===== src/hcsp_pkg.sv =====
// Shared types and constants for the HTTP chunk size line parser
package hcsp_pkg;

    localparam int SIZE_BITS   = 64;
    localparam int BLANK_LIMIT = 10;
    localparam int ACC_W       = SIZE_BITS - 1;
    localparam int BUDGET_W    = $clog2(SIZE_BITS + 1);
    localparam int BLANK_W     = 4;
    localparam int COUNT_W     = 17;
    localparam int LIMIT_W     = 16;
    localparam int CFG_IDX_W   = 2;

    localparam logic [7:0] CH_LF    = 8'h0A;
    localparam logic [7:0] CH_CR    = 8'h0D;
    localparam logic [7:0] CH_TAB   = 8'h09;
    localparam logic [7:0] CH_SPACE = 8'h20;
    localparam logic [7:0] CH_SEMI  = 8'h3B;
    localparam logic [7:0] CH_ZERO  = 8'h30;
    localparam logic [7:0] CH_DEL   = 8'h7F;

    localparam logic [CFG_IDX_W-1:0] REG_STRICT_CRLF = 2'd0;
    localparam logic [CFG_IDX_W-1:0] REG_LINE_LIMIT  = 2'd1;

    typedef enum logic [1:0] {
        CMD_PARSE     = 2'd0,
        CMD_DATA_DONE = 2'd1,
        CMD_RESTART   = 2'd2,
        CMD_NOP       = 2'd3
    } cmd_t;

    typedef enum logic [1:0] {
        ST_OK      = 2'd0,
        ST_SYNTAX  = 2'd1,
        ST_SPACE   = 2'd2,
        ST_GENERAL = 2'd3
    } status_t;

    // classified input byte
    typedef struct packed {
        cmd_t       command;
        logic       is_hex;
        logic [3:0] hex_val;
        logic       is_zero;
        logic       is_lf;
        logic       is_cr;
        logic       is_semi;
        logic       is_blank;
        logic       is_bad_ctrl;
    } item_t;

    typedef struct packed {
        status_t          status;
        logic             line_done;
        logic             data_follows;
        logic [ACC_W-1:0] chunk_size;
    } result_t;

endpackage


===== src/hcsp_front.sv =====
// Front end: accepts stream bytes, classifies them and queues them for the parser
module hcsp_front (
    input  logic          clk,
    input  logic          rst_n,
    input  logic          push,
    output logic          full,
    input  logic [1:0]    command,
    input  logic [7:0]    data_byte,
    output logic          item_valid,
    output hcsp_pkg::item_t item,
    input  logic          item_take
);
    import hcsp_pkg::*;

    item_t      cls;
    item_t      mem [2];
    logic       wr_ptr_reg;
    logic       wr_ptr_next;
    logic       rd_ptr_reg;
    logic       rd_ptr_next;
    logic [1:0] count_reg;
    logic [1:0] count_next;
    logic       wr_en;
    logic       rd_en;

    always_comb
    begin
        cls             = '0;
        cls.command     = cmd_t'(command);
        cls.is_zero     = (data_byte == CH_ZERO);
        cls.is_lf       = (data_byte == CH_LF);
        cls.is_cr       = (data_byte == CH_CR);
        cls.is_semi     = (data_byte == CH_SEMI);
        cls.is_blank    = (data_byte == CH_SPACE) || (data_byte == CH_TAB);
        cls.is_bad_ctrl = (data_byte != CH_TAB) &&
                          ((data_byte < CH_SPACE) || (data_byte == CH_DEL));
        if ((data_byte >= 8'h30) && (data_byte <= 8'h39))
        begin
            cls.is_hex  = 1'b1;
            cls.hex_val = data_byte[3:0];
        end
        else if (((data_byte >= 8'h41) && (data_byte <= 8'h46)) ||
                 ((data_byte >= 8'h61) && (data_byte <= 8'h66)))
        begin
            cls.is_hex  = 1'b1;
            cls.hex_val = 4'(data_byte[2:0] + 3'd1) + 4'd8;
        end
    end

    assign full       = (count_reg == 2'd2);
    assign item_valid = (count_reg != 2'd0);
    assign item       = mem[rd_ptr_reg];
    assign wr_en      = push && !full;
    assign rd_en      = item_take && item_valid;

    always_comb
    begin
        wr_ptr_next = wr_en ? !wr_ptr_reg : wr_ptr_reg;
        rd_ptr_next = rd_en ? !rd_ptr_reg : rd_ptr_reg;
        count_next  = count_reg + 2'(wr_en) - 2'(rd_en);
    end

    always_ff @(posedge clk or negedge rst_n)
    begin
        if (!rst_n)
        begin
            wr_ptr_reg <= 1'b0;
            rd_ptr_reg <= 1'b0;
            count_reg  <= 2'd0;
        end
        else
        begin
            wr_ptr_reg <= wr_ptr_next;
            rd_ptr_reg <= rd_ptr_next;
            count_reg  <= count_next;
        end
    end

    always_ff @(posedge clk)
    begin
        if (wr_en)
        begin
            mem[wr_ptr_reg] <= cls;
        end
    end

    a_count_bound: assert property (@(posedge clk) disable iff (!rst_n)
        count_reg != 2'd3)
        else $error("front queue count out of range");

    a_push_lands: assert property (@(posedge clk) disable iff (!rst_n)
        (wr_en && !rd_en) |=> item_valid)
        else $error("transfer into front queue lost");

endmodule


===== src/hcsp_back.sv =====
// Back end: size line state machine, configuration registers and result queue
module hcsp_back (
    input  logic                              clk,
    input  logic                              rst_n,
    input  logic                              item_valid,
    input  hcsp_pkg::item_t                   item,
    output logic                              item_take,
    input  logic                              cfg_valid,
    output logic                              cfg_ready,
    input  logic [hcsp_pkg::CFG_IDX_W-1:0]    cfg_index,
    input  logic [hcsp_pkg::LIMIT_W-1:0]      cfg_data,
    output logic                              empty,
    input  logic                              pop,
    output hcsp_pkg::result_t                 result
);
    import hcsp_pkg::*;

    typedef enum logic [11:0] {
        PH_END         = 12'b0000_0000_0001,
        PH_END_LF      = 12'b0000_0000_0010,
        PH_START       = 12'b0000_0000_0100,
        PH_PART        = 12'b0000_0000_1000,
        PH_CR          = 12'b0000_0001_0000,
        PH_EXT         = 12'b0000_0010_0000,
        PH_LF          = 12'b0000_0100_0000,
        PH_DATA        = 12'b0000_1000_0000,
        PH_TRAILER     = 12'b0001_0000_0000,
        PH_ERR_SYNTAX  = 12'b0010_0000_0000,
        PH_ERR_SPACE   = 12'b0100_0000_0000,
        PH_ERR_GENERAL = 12'b1000_0000_0000
    } phase_t;

    localparam logic [COUNT_W-1:0] COUNT_MAX = '1;

    logic                strict_reg;
    logic [LIMIT_W-1:0]  limit_reg;

    phase_t              phase_reg;
    phase_t              phase_next;
    logic [ACC_W-1:0]    accum_reg;
    logic [ACC_W-1:0]    accum_next;
    logic [BUDGET_W-1:0] budget_reg;
    logic [BUDGET_W-1:0] budget_next;
    logic [BLANK_W-1:0]  blank_reg;
    logic [BLANK_W-1:0]  blank_next;
    logic [COUNT_W-1:0]  count_reg;
    logic [COUNT_W-1:0]  count_next;

    phase_t              eph;
    logic [ACC_W-1:0]    accum_base;
    logic [BUDGET_W-1:0] budget_base;
    logic [BLANK_W-1:0]  blank_base;
    logic [COUNT_W-1:0]  count_base;
    logic [COUNT_W-1:0]  count_inc;
    logic                failed;
    status_t             fail_code;
    status_t             status;
    logic                done;
    result_t             res;

    result_t             omem [2];
    logic                owr_ptr_reg;
    logic                ord_ptr_reg;
    logic [1:0]          ocount_reg;
    logic [1:0]          ocount_next;
    logic                out_rd;

    // configuration
    assign cfg_ready = 1'b1;

    always_ff @(posedge clk or negedge rst_n)
    begin
        if (!rst_n)
        begin
            strict_reg <= 1'b1;
            limit_reg  <= LIMIT_W'(8190);
        end
        else if (cfg_valid && cfg_ready)
        begin
            case (cfg_index)
                REG_STRICT_CRLF: strict_reg <= cfg_data[0];
                REG_LINE_LIMIT:  limit_reg  <= cfg_data;
                default:         ;
            endcase
        end
    end

    // parser
    assign out_rd    = pop && !empty;
    assign item_take = item_valid && ((ocount_reg != 2'd2) || out_rd);

    always_comb
    begin
        phase_next  = phase_reg;
        accum_next  = accum_reg;
        budget_next = budget_reg;
        blank_next  = blank_reg;
        count_next  = count_reg;
        status      = ST_OK;
        done        = 1'b0;
        failed      = 1'b0;
        fail_code   = ST_OK;

        eph         = phase_reg;
        accum_base  = accum_reg;
        budget_base = budget_reg;
        blank_base  = blank_reg;
        count_base  = count_reg;
        if (phase_reg == PH_START)
        begin
            eph         = PH_PART;
            accum_base  = '0;
            budget_base = BUDGET_W'(SIZE_BITS);
            blank_base  = '0;
            count_base  = '0;
        end
        count_inc = (count_base != COUNT_MAX) ? count_base + 1'b1 : count_base;

        if (item.command == CMD_RESTART)
        begin
            phase_next  = PH_START;
            accum_next  = '0;
            budget_next = BUDGET_W'(SIZE_BITS);
            blank_next  = '0;
            count_next  = '0;
        end
        else if (phase_reg == PH_ERR_SYNTAX)
        begin
            status = ST_SYNTAX;
        end
        else if (phase_reg == PH_ERR_SPACE)
        begin
            status = ST_SPACE;
        end
        else if (phase_reg == PH_ERR_GENERAL)
        begin
            status = ST_GENERAL;
        end
        else if (item.command == CMD_DATA_DONE)
        begin
            phase_next = PH_END;
        end
        else if (item.command == CMD_PARSE)
        begin
            if ((phase_reg == PH_END) || (phase_reg == PH_END_LF))
            begin
                if (item.is_lf)
                begin
                    if (strict_reg && (phase_reg != PH_END_LF))
                    begin
                        failed    = 1'b1;
                        fail_code = ST_SYNTAX;
                    end
                    else
                    begin
                        phase_next = PH_START;
                    end
                end
                else if (item.is_cr && (phase_reg == PH_END))
                begin
                    phase_next = PH_END_LF;
                end
                else
                begin
                    failed    = 1'b1;
                    fail_code = ST_SYNTAX;
                end
            end
            else if ((phase_reg == PH_START) && !item.is_hex)
            begin
                failed    = 1'b1;
                fail_code = ST_SYNTAX;
            end
            else if ((eph == PH_DATA) || (eph == PH_TRAILER))
            begin
                failed    = 1'b1;
                fail_code = ST_GENERAL;
            end
            else
            begin
                phase_next  = eph;
                accum_next  = accum_base;
                budget_next = budget_base;
                blank_next  = blank_base;
                count_next  = count_inc;
                if (item.is_lf)
                begin
                    if (strict_reg && (eph != PH_LF))
                    begin
                        failed    = 1'b1;
                        fail_code = ST_SYNTAX;
                    end
                    else
                    begin
                        phase_next = (accum_base != '0) ? PH_DATA : PH_TRAILER;
                        done       = 1'b1;
                    end
                end
                else if (eph == PH_LF)
                begin
                    failed    = 1'b1;
                    fail_code = ST_SYNTAX;
                end
                else if (item.is_cr)
                begin
                    phase_next = PH_LF;
                end
                else if (item.is_semi)
                begin
                    phase_next = PH_EXT;
                end
                else if (eph == PH_EXT)
                begin
                    if (item.is_bad_ctrl)
                    begin
                        failed    = 1'b1;
                        fail_code = ST_SYNTAX;
                    end
                end
                else if (item.is_blank)
                begin
                    phase_next = PH_CR;
                    if (({1'b0, blank_base} + 1'b1) > (BLANK_W + 1)'(BLANK_LIMIT))
                    begin
                        failed    = 1'b1;
                        fail_code = ST_SYNTAX;
                    end
                    else
                    begin
                        blank_next = blank_base + 1'b1;
                    end
                end
                else if (eph == PH_CR)
                begin
                    failed    = 1'b1;
                    fail_code = ST_SYNTAX;
                end
                else if (!((accum_base == '0) && item.is_zero))
                begin
                    if (budget_base < BUDGET_W'(4))
                    begin
                        failed    = 1'b1;
                        fail_code = ST_SPACE;
                    end
                    else if (!item.is_hex)
                    begin
                        failed    = 1'b1;
                        fail_code = ST_SYNTAX;
                    end
                    else if (accum_base[ACC_W-1 -: 4] != 4'd0)
                    begin
                        failed    = 1'b1;
                        fail_code = ST_SPACE;
                    end
                    else
                    begin
                        accum_next  = {accum_base[ACC_W-5:0], item.hex_val};
                        budget_next = budget_base - BUDGET_W'(4);
                    end
                end

                if (!failed && (count_inc > {1'b0, limit_reg}))
                begin
                    done      = 1'b0;
                    failed    = 1'b1;
                    fail_code = ST_SPACE;
                end
            end
        end

        if (failed)
        begin
            status = fail_code;
            case (fail_code)
                ST_SYNTAX: phase_next = PH_ERR_SYNTAX;
                ST_SPACE:  phase_next = PH_ERR_SPACE;
                default:   phase_next = PH_ERR_GENERAL;
            endcase
        end

        res.status       = status;
        res.line_done    = done;
        res.data_follows = done && (accum_next != '0);
        res.chunk_size   = done ? accum_next : '0;
    end

    always_ff @(posedge clk or negedge rst_n)
    begin
        if (!rst_n)
        begin
            phase_reg  <= PH_START;
            accum_reg  <= '0;
            budget_reg <= BUDGET_W'(SIZE_BITS);
            blank_reg  <= '0;
            count_reg  <= '0;
        end
        else if (item_take)
        begin
            phase_reg  <= phase_next;
            accum_reg  <= accum_next;
            budget_reg <= budget_next;
            blank_reg  <= blank_next;
            count_reg  <= count_next;
        end
    end

    // result queue
    assign empty  = (ocount_reg == 2'd0);
    assign result = omem[ord_ptr_reg];

    always_comb
    begin
        ocount_next = ocount_reg + 2'(item_take) - 2'(out_rd);
    end

    always_ff @(posedge clk or negedge rst_n)
    begin
        if (!rst_n)
        begin
            owr_ptr_reg <= 1'b0;
            ord_ptr_reg <= 1'b0;
            ocount_reg  <= 2'd0;
        end
        else
        begin
            if (item_take)
            begin
                owr_ptr_reg <= !owr_ptr_reg;
            end
            if (out_rd)
            begin
                ord_ptr_reg <= !ord_ptr_reg;
            end
            ocount_reg <= ocount_next;
        end
    end

    always_ff @(posedge clk)
    begin
        if (item_take)
        begin
            omem[owr_ptr_reg] <= res;
        end
    end

    a_phase_onehot: assert property (@(posedge clk) disable iff (!rst_n)
        $onehot(phase_reg))
        else $error("parser phase not one-hot");

    a_err_sticky: assert property (@(posedge clk) disable iff (!rst_n)
        (phase_reg == PH_ERR_SYNTAX && item_take && item.command != CMD_RESTART)
        |=> phase_reg == PH_ERR_SYNTAX)
        else $error("syntax error left without restart");

    a_done_ok: assert property (@(posedge clk) disable iff (!rst_n)
        (item_take && res.line_done) |-> (res.status == ST_OK && !failed))
        else $error("line completion reported with an error");

    a_oq_bound: assert property (@(posedge clk) disable iff (!rst_n)
        ocount_reg != 2'd3)
        else $error("result queue count out of range");

endmodule


===== src/http_chunk_size_line_parser_top.sv =====
// Top level of the HTTP chunk size line parser
// A byte pushed in is held in the front queue; the parser's result for it is registered in the result queue.
// Throughput: one byte per cycle while the result queue is not full or is being popped.
// Two-entry queues sit between input, parser and output, so either side may stall.
// Reset (rst_n, asynchronous, active low): parser waits for a size line start,
// strict CRLF on, line limit 8190, both queues empty.
module http_chunk_size_line_parser_top (
    input  logic                           clk,
    input  logic                           rst_n,
    input  logic                           push,
    output logic                           full,
    input  logic [1:0]                     command,
    input  logic [7:0]                     data_byte,
    output logic                           empty,
    input  logic                           pop,
    output logic [1:0]                     status,
    output logic                           line_done,
    output logic                           data_follows,
    output logic [hcsp_pkg::ACC_W-1:0]     chunk_size,
    input  logic                           cfg_valid,
    output logic                           cfg_ready,
    input  logic [hcsp_pkg::CFG_IDX_W-1:0] cfg_index,
    input  logic [hcsp_pkg::LIMIT_W-1:0]   cfg_data
);
    import hcsp_pkg::*;

    logic    item_valid;
    logic    item_take;
    item_t   item;
    result_t result;

    hcsp_front u_front (
        .clk        (clk),
        .rst_n      (rst_n),
        .push       (push),
        .full       (full),
        .command    (command),
        .data_byte  (data_byte),
        .item_valid (item_valid),
        .item       (item),
        .item_take  (item_take)
    );

    hcsp_back u_back (
        .clk        (clk),
        .rst_n      (rst_n),
        .item_valid (item_valid),
        .item       (item),
        .item_take  (item_take),
        .cfg_valid  (cfg_valid),
        .cfg_ready  (cfg_ready),
        .cfg_index  (cfg_index),
        .cfg_data   (cfg_data),
        .empty      (empty),
        .pop        (pop),
        .result     (result)
    );

    assign status       = result.status;
    assign line_done    = result.line_done;
    assign data_follows = result.data_follows;
    assign chunk_size   = result.chunk_size;

endmodule

===== config.mk =====
export PLATFORM = sky130hd
export DESIGN_NAME = http_chunk_size_line_parser_top
export DESIGN_NICKNAME = d
export VERILOG_FILES = /design/src/hcsp_pkg.sv /design/src/hcsp_front.sv /design/src/hcsp_back.sv /design/src/http_chunk_size_line_parser_top.sv
export SDC_FILE = /design/constraint.sdc
export NUM_CORES = 1
export LEC_CHECK = 0
export BUFFER_PORTS_ARGS = -buffer_cell sky130_fd_sc_hd__buf_2
export CAP_MARGIN = 20
export CORE_UTILIZATION = 50
export CTS_BUF_LIST = sky130_fd_sc_hd__clkbuf_4 sky130_fd_sc_hd__clkbuf_8
export DETAILED_ROUTE_END_ITERATION = 7
export GPL_TIMING_DRIVEN = 1
export PLACE_DENSITY = 0.68
export REMOVE_ABC_BUFFERS = 1
export SLEW_MARGIN = 20
export SYNTH_ARGS = -nofsm -noshare
export SYNTH_HDL_FRONTEND = slang
export SYNTH_SLANG_ARGS = --single-unit

===== constraint.sdc =====
create_clock -name clk -period 6.75 [get_ports clk]
set_input_delay 0.675 -clock clk [delete_from_list [all_inputs] [get_ports clk]]
set_output_delay 0.675 -clock clk [all_outputs]
set_load 0.005 [all_outputs]

==> impl_metrics.yaml <==
outcome:
  status: "finished clean"
yosys:
  synth_cell_types: 77
  synthCells: 1189
  ys_ff_latch: 286
  ys_warn_count: 0
  synth_edf_count: 160
  ys_seq_area_share_pct: 56.8
  synth_ff_type: "edfxtp_1"
  avgSynthCellArea_um2: 11.8
  syn_area_mm2: 0.0140
  async_flop_share_pct: 44.1
sta:
  setup_violations: 0
  fmax_mhz: 159
  worst_pin_slew_ns: 1.09
  slew_headroom_pct: 27.0
  fin_crit_sh_pct: 93.3
  maxSlewViolCount: 0
  rsz0062_at_grt: "false"
  finClkSkew_ns: 0.0288
  finalSetupTns_ns: 0
  hold_viol: 0
  holdWs_ns: 0.220
  min_period_ns: 6.30
cells_and_area:
  largest_register_ffs: 134
  stdcell_area_mm2: 0.0159
  drive_gt1_share_pct: 25.0
  syn2layout_area_growth_pct: 12.9
  antennaDiodeCount: 0
  final_nets: 1359
  multiInputGateArea_mm2: 0.00563
  regArea_mm2: 0.00798
  fillCellCount: 2302
cts:
  cts_buffers: 46
  tritoncts: "built"
  clk-insertion-delay-late_ns: 0.57
  clk_path_buf_depth: 3
  ctsHoldBuffers: 0
  cts-root-buf: "clkbuf_8"
  ctsHtreeMaxLevel: 2
  clkTransAtPathRegs_ns: 0.06
  clock-sinks: 286
  postCtsSetupBuffers: 0
  cts.repair.resized: 0
global_routing:
  grt.total_usage_pct: 22.2
  grt_max_degree: 66
  grt_pass1_wl_um: 50800
  grt_overflow: 0
  antenna_found_initial: 0
  grt_pass1_vias: 9762
drt:
  drt-total-wl_um: 31800
  viasPerCell: 5.91
  drt_iter0_drc: 679
  avgRoutedWirePerCell_um: 18.7
  drt.antenna.violating_nets: 0
  firstDrtPassIters: 5
  drc: 0
  num_vias: 10100
die:
  dieArea_mm2: 0.0288
  fp-row-count: 60
  core_mm2: 0.0273
  dieWidth_um: 170
  initial_utilization_pct: 51.5
  ios: 103
  die_h_um: 170
critical_path:
  cp.required_ns: 7.05
  arrival_ns: 6.59
  worstPathMaxFanout: 10
  critical_path_class: "register to register"
  endpoint_kind: "register"
  start_kind: "register"
placement:
  numPortBuffers: 101
  routabilityCongestion: 0.902
  dp_hpwl_um: 21100
  placed_area_mm2: 0.0149
power_and_ir_drop:
  ir_drop_v: 0.000209
  p_per_area_mw_per_mm2: 446
  p_leak_nw: 6.32
hold_path:
  hold_path.class: "input port to asynchronous set/reset pin"
flow_run:
  cap_viol_max_count: 0
## cell type report
type / count / area share [%]
Inverter: 45 / 1.06
Timing Repair Buffer: 120 / 4.18
Clock buffer: 69 / 5.32
Tap cell: 372 / 2.93
Sequential cell: 286 / 50.3
Clock inverter: 16 / 0.757
Multi-Input combinational cell: 794 / 35.5
## path summary, 6_finish.rpt
path	start	to	slack [ns]	cells past startpoint
max in group asynchronous	rst_n	u_back.accum_reg[32]	5.20	2
worst min register to register	u_back.ocount_reg[1]	u_back.ocount_reg[1]	0.49	1
min in group clk	command[0]	u_front.mem[0][11]	0.31	1
worst max-delay path	u_back.phase_reg[8]	u_back.omem[0][65]	0.45	21
worst min-delay path	rst_n	u_back.limit_reg[0]	0.22	1
worst max register to register	u_back.phase_reg[8]	u_back.omem[0][65]	0.45	21
## cells in the mapped netlist, types with 4 or more instances
cell | instances | area share, %
edfxtp_1 | 160 | 34
nor2_1 | 132 | 3.5
dfrtp_1 | 111 | 20
mux2_2 | 97 | 7.8
nand2_1 | 67 | 1.8
a22o_1 | 64 | 4.0
a22oi_1 | 60 | 3.2
o21ai_0 | 47 | 1.7
inv_1 | 44 | 1.2
a21oi_1 | 35 | 1.2
clkbuf_1 | 35 | 0.94
ha_1 | 33 | 2.9
nor3_1 | 21 | 0.75
nand3_1 | 19 | 0.68
xnor2_1 | 19 | 1.2
nor4_1 | 17 | 0.76
dfstp_2 | 15 | 2.8
buf_2 | 14 | 0.50
nand4_1 | 13 | 0.58
mux2i_1 | 10 | 0.71
o22ai_1 | 10 | 0.45
a31oi_1 | 9 | 0.40
and2_1 | 8 | 0.36
and3_1 | 8 | 0.36
buf_1 | 8 | 0.21
nand2b_1 | 8 | 0.36
o41ai_1 | 8 | 0.50
or3_1 | 8 | 0.36
or4_1 | 8 | 0.43
xor2_1 | 8 | 0.50
o211ai_1 | 7 | 0.37
a32o_1 | 6 | 0.43
a211oi_1 | 5 | 0.27
buf_6 | 5 | 0.40
nand4b_1 | 5 | 0.31
o31ai_1 | 5 | 0.27
nor2b_1 | 4 | 0.18
nor4b_1 | 4 | 0.25
## cell families (layout without fill, tap and decap cells)
logic type / Yosys count / in the layout / share of synthesized area, %
compound gates: 281 / 281 / 14.4
xor+xnor: 27 / 27 / 1.68
buf+inv: 109 / 250 / 3.36
simple gates: 345 / 345 / 12.3
other cells: 1 / 1 / 0.0267
mux: 107 / 107 / 8.49
flops: 286 / 286 / 56.8
fa+ha+maj: 33 / 33 / 2.94
## through the flow
step                      instances  utilization, %  power [mW]  worst slack (ns)
after floorplan                1125               -        4.54             0.458
after global placement         1617            54.7        5.53             0.770
after detailed placement       1617            54.7        5.59             0.579
after CTS                      1702            58.2        7.14             0.551
after global routing           1702            58.2        7.52           0.00657
final                          1702            58.2        7.08             0.454
## layer usage
metal / part of all wire [%] / track usage, %
met1: 45 / 30.5
met2: 48 / 36.3
met3: 5.1 / 3.29
met4: 2.1 / 6.66
met5: 0 / 0
## critical path, stage by stage (launching register included)
cell	delay, ns
dfrtp_1	0.44
or4_1	0.58
or4_1	0.56
and2_1	0.20
ha_1	0.23
nor4b_1	0.16
nand4_1	0.23
nand4b_1	0.30
nor2_1	0.29
nand2_1	0.13
xor2_1	0.14
nor2_1	0.06
ha_1	0.30
o21ai_0	0.08
o21ai_0	0.28
o221ai_1	0.18
a211oi_1	0.25
nor3_1	0.07
buf_4	0.17
a31oi_1	0.77
nor2_1	0.28
a31o_2	0.35
## cell usage in the layout, fill, tap and decap left out, types with 13 or more instances in the layout
cell type    n
nor3_1      21
clkbuf_4    17
mux2_2      97
edfxtp_1   160
buf_2      100
nand3_1     19
xnor2_1     19
ha_1        33
dfstp_2     15
nor4_1      17
a22o_1      64
a21oi_1     35
dfrtp_1    110
a22oi_1     60
buf_4       19
inv_1       44
o21ai_0     47
nor2_1     129
nand4_1     13
clkbuf_8    52
nand2_1     67
## power by group
part	leakage, nW	switching [mW]	internal [mW]
registers	3.18	0.259	2.48
clock network	0.510	0.685	0.845
logic	2.63	1.70	1.11
Power figures use the tool's default switching activity.
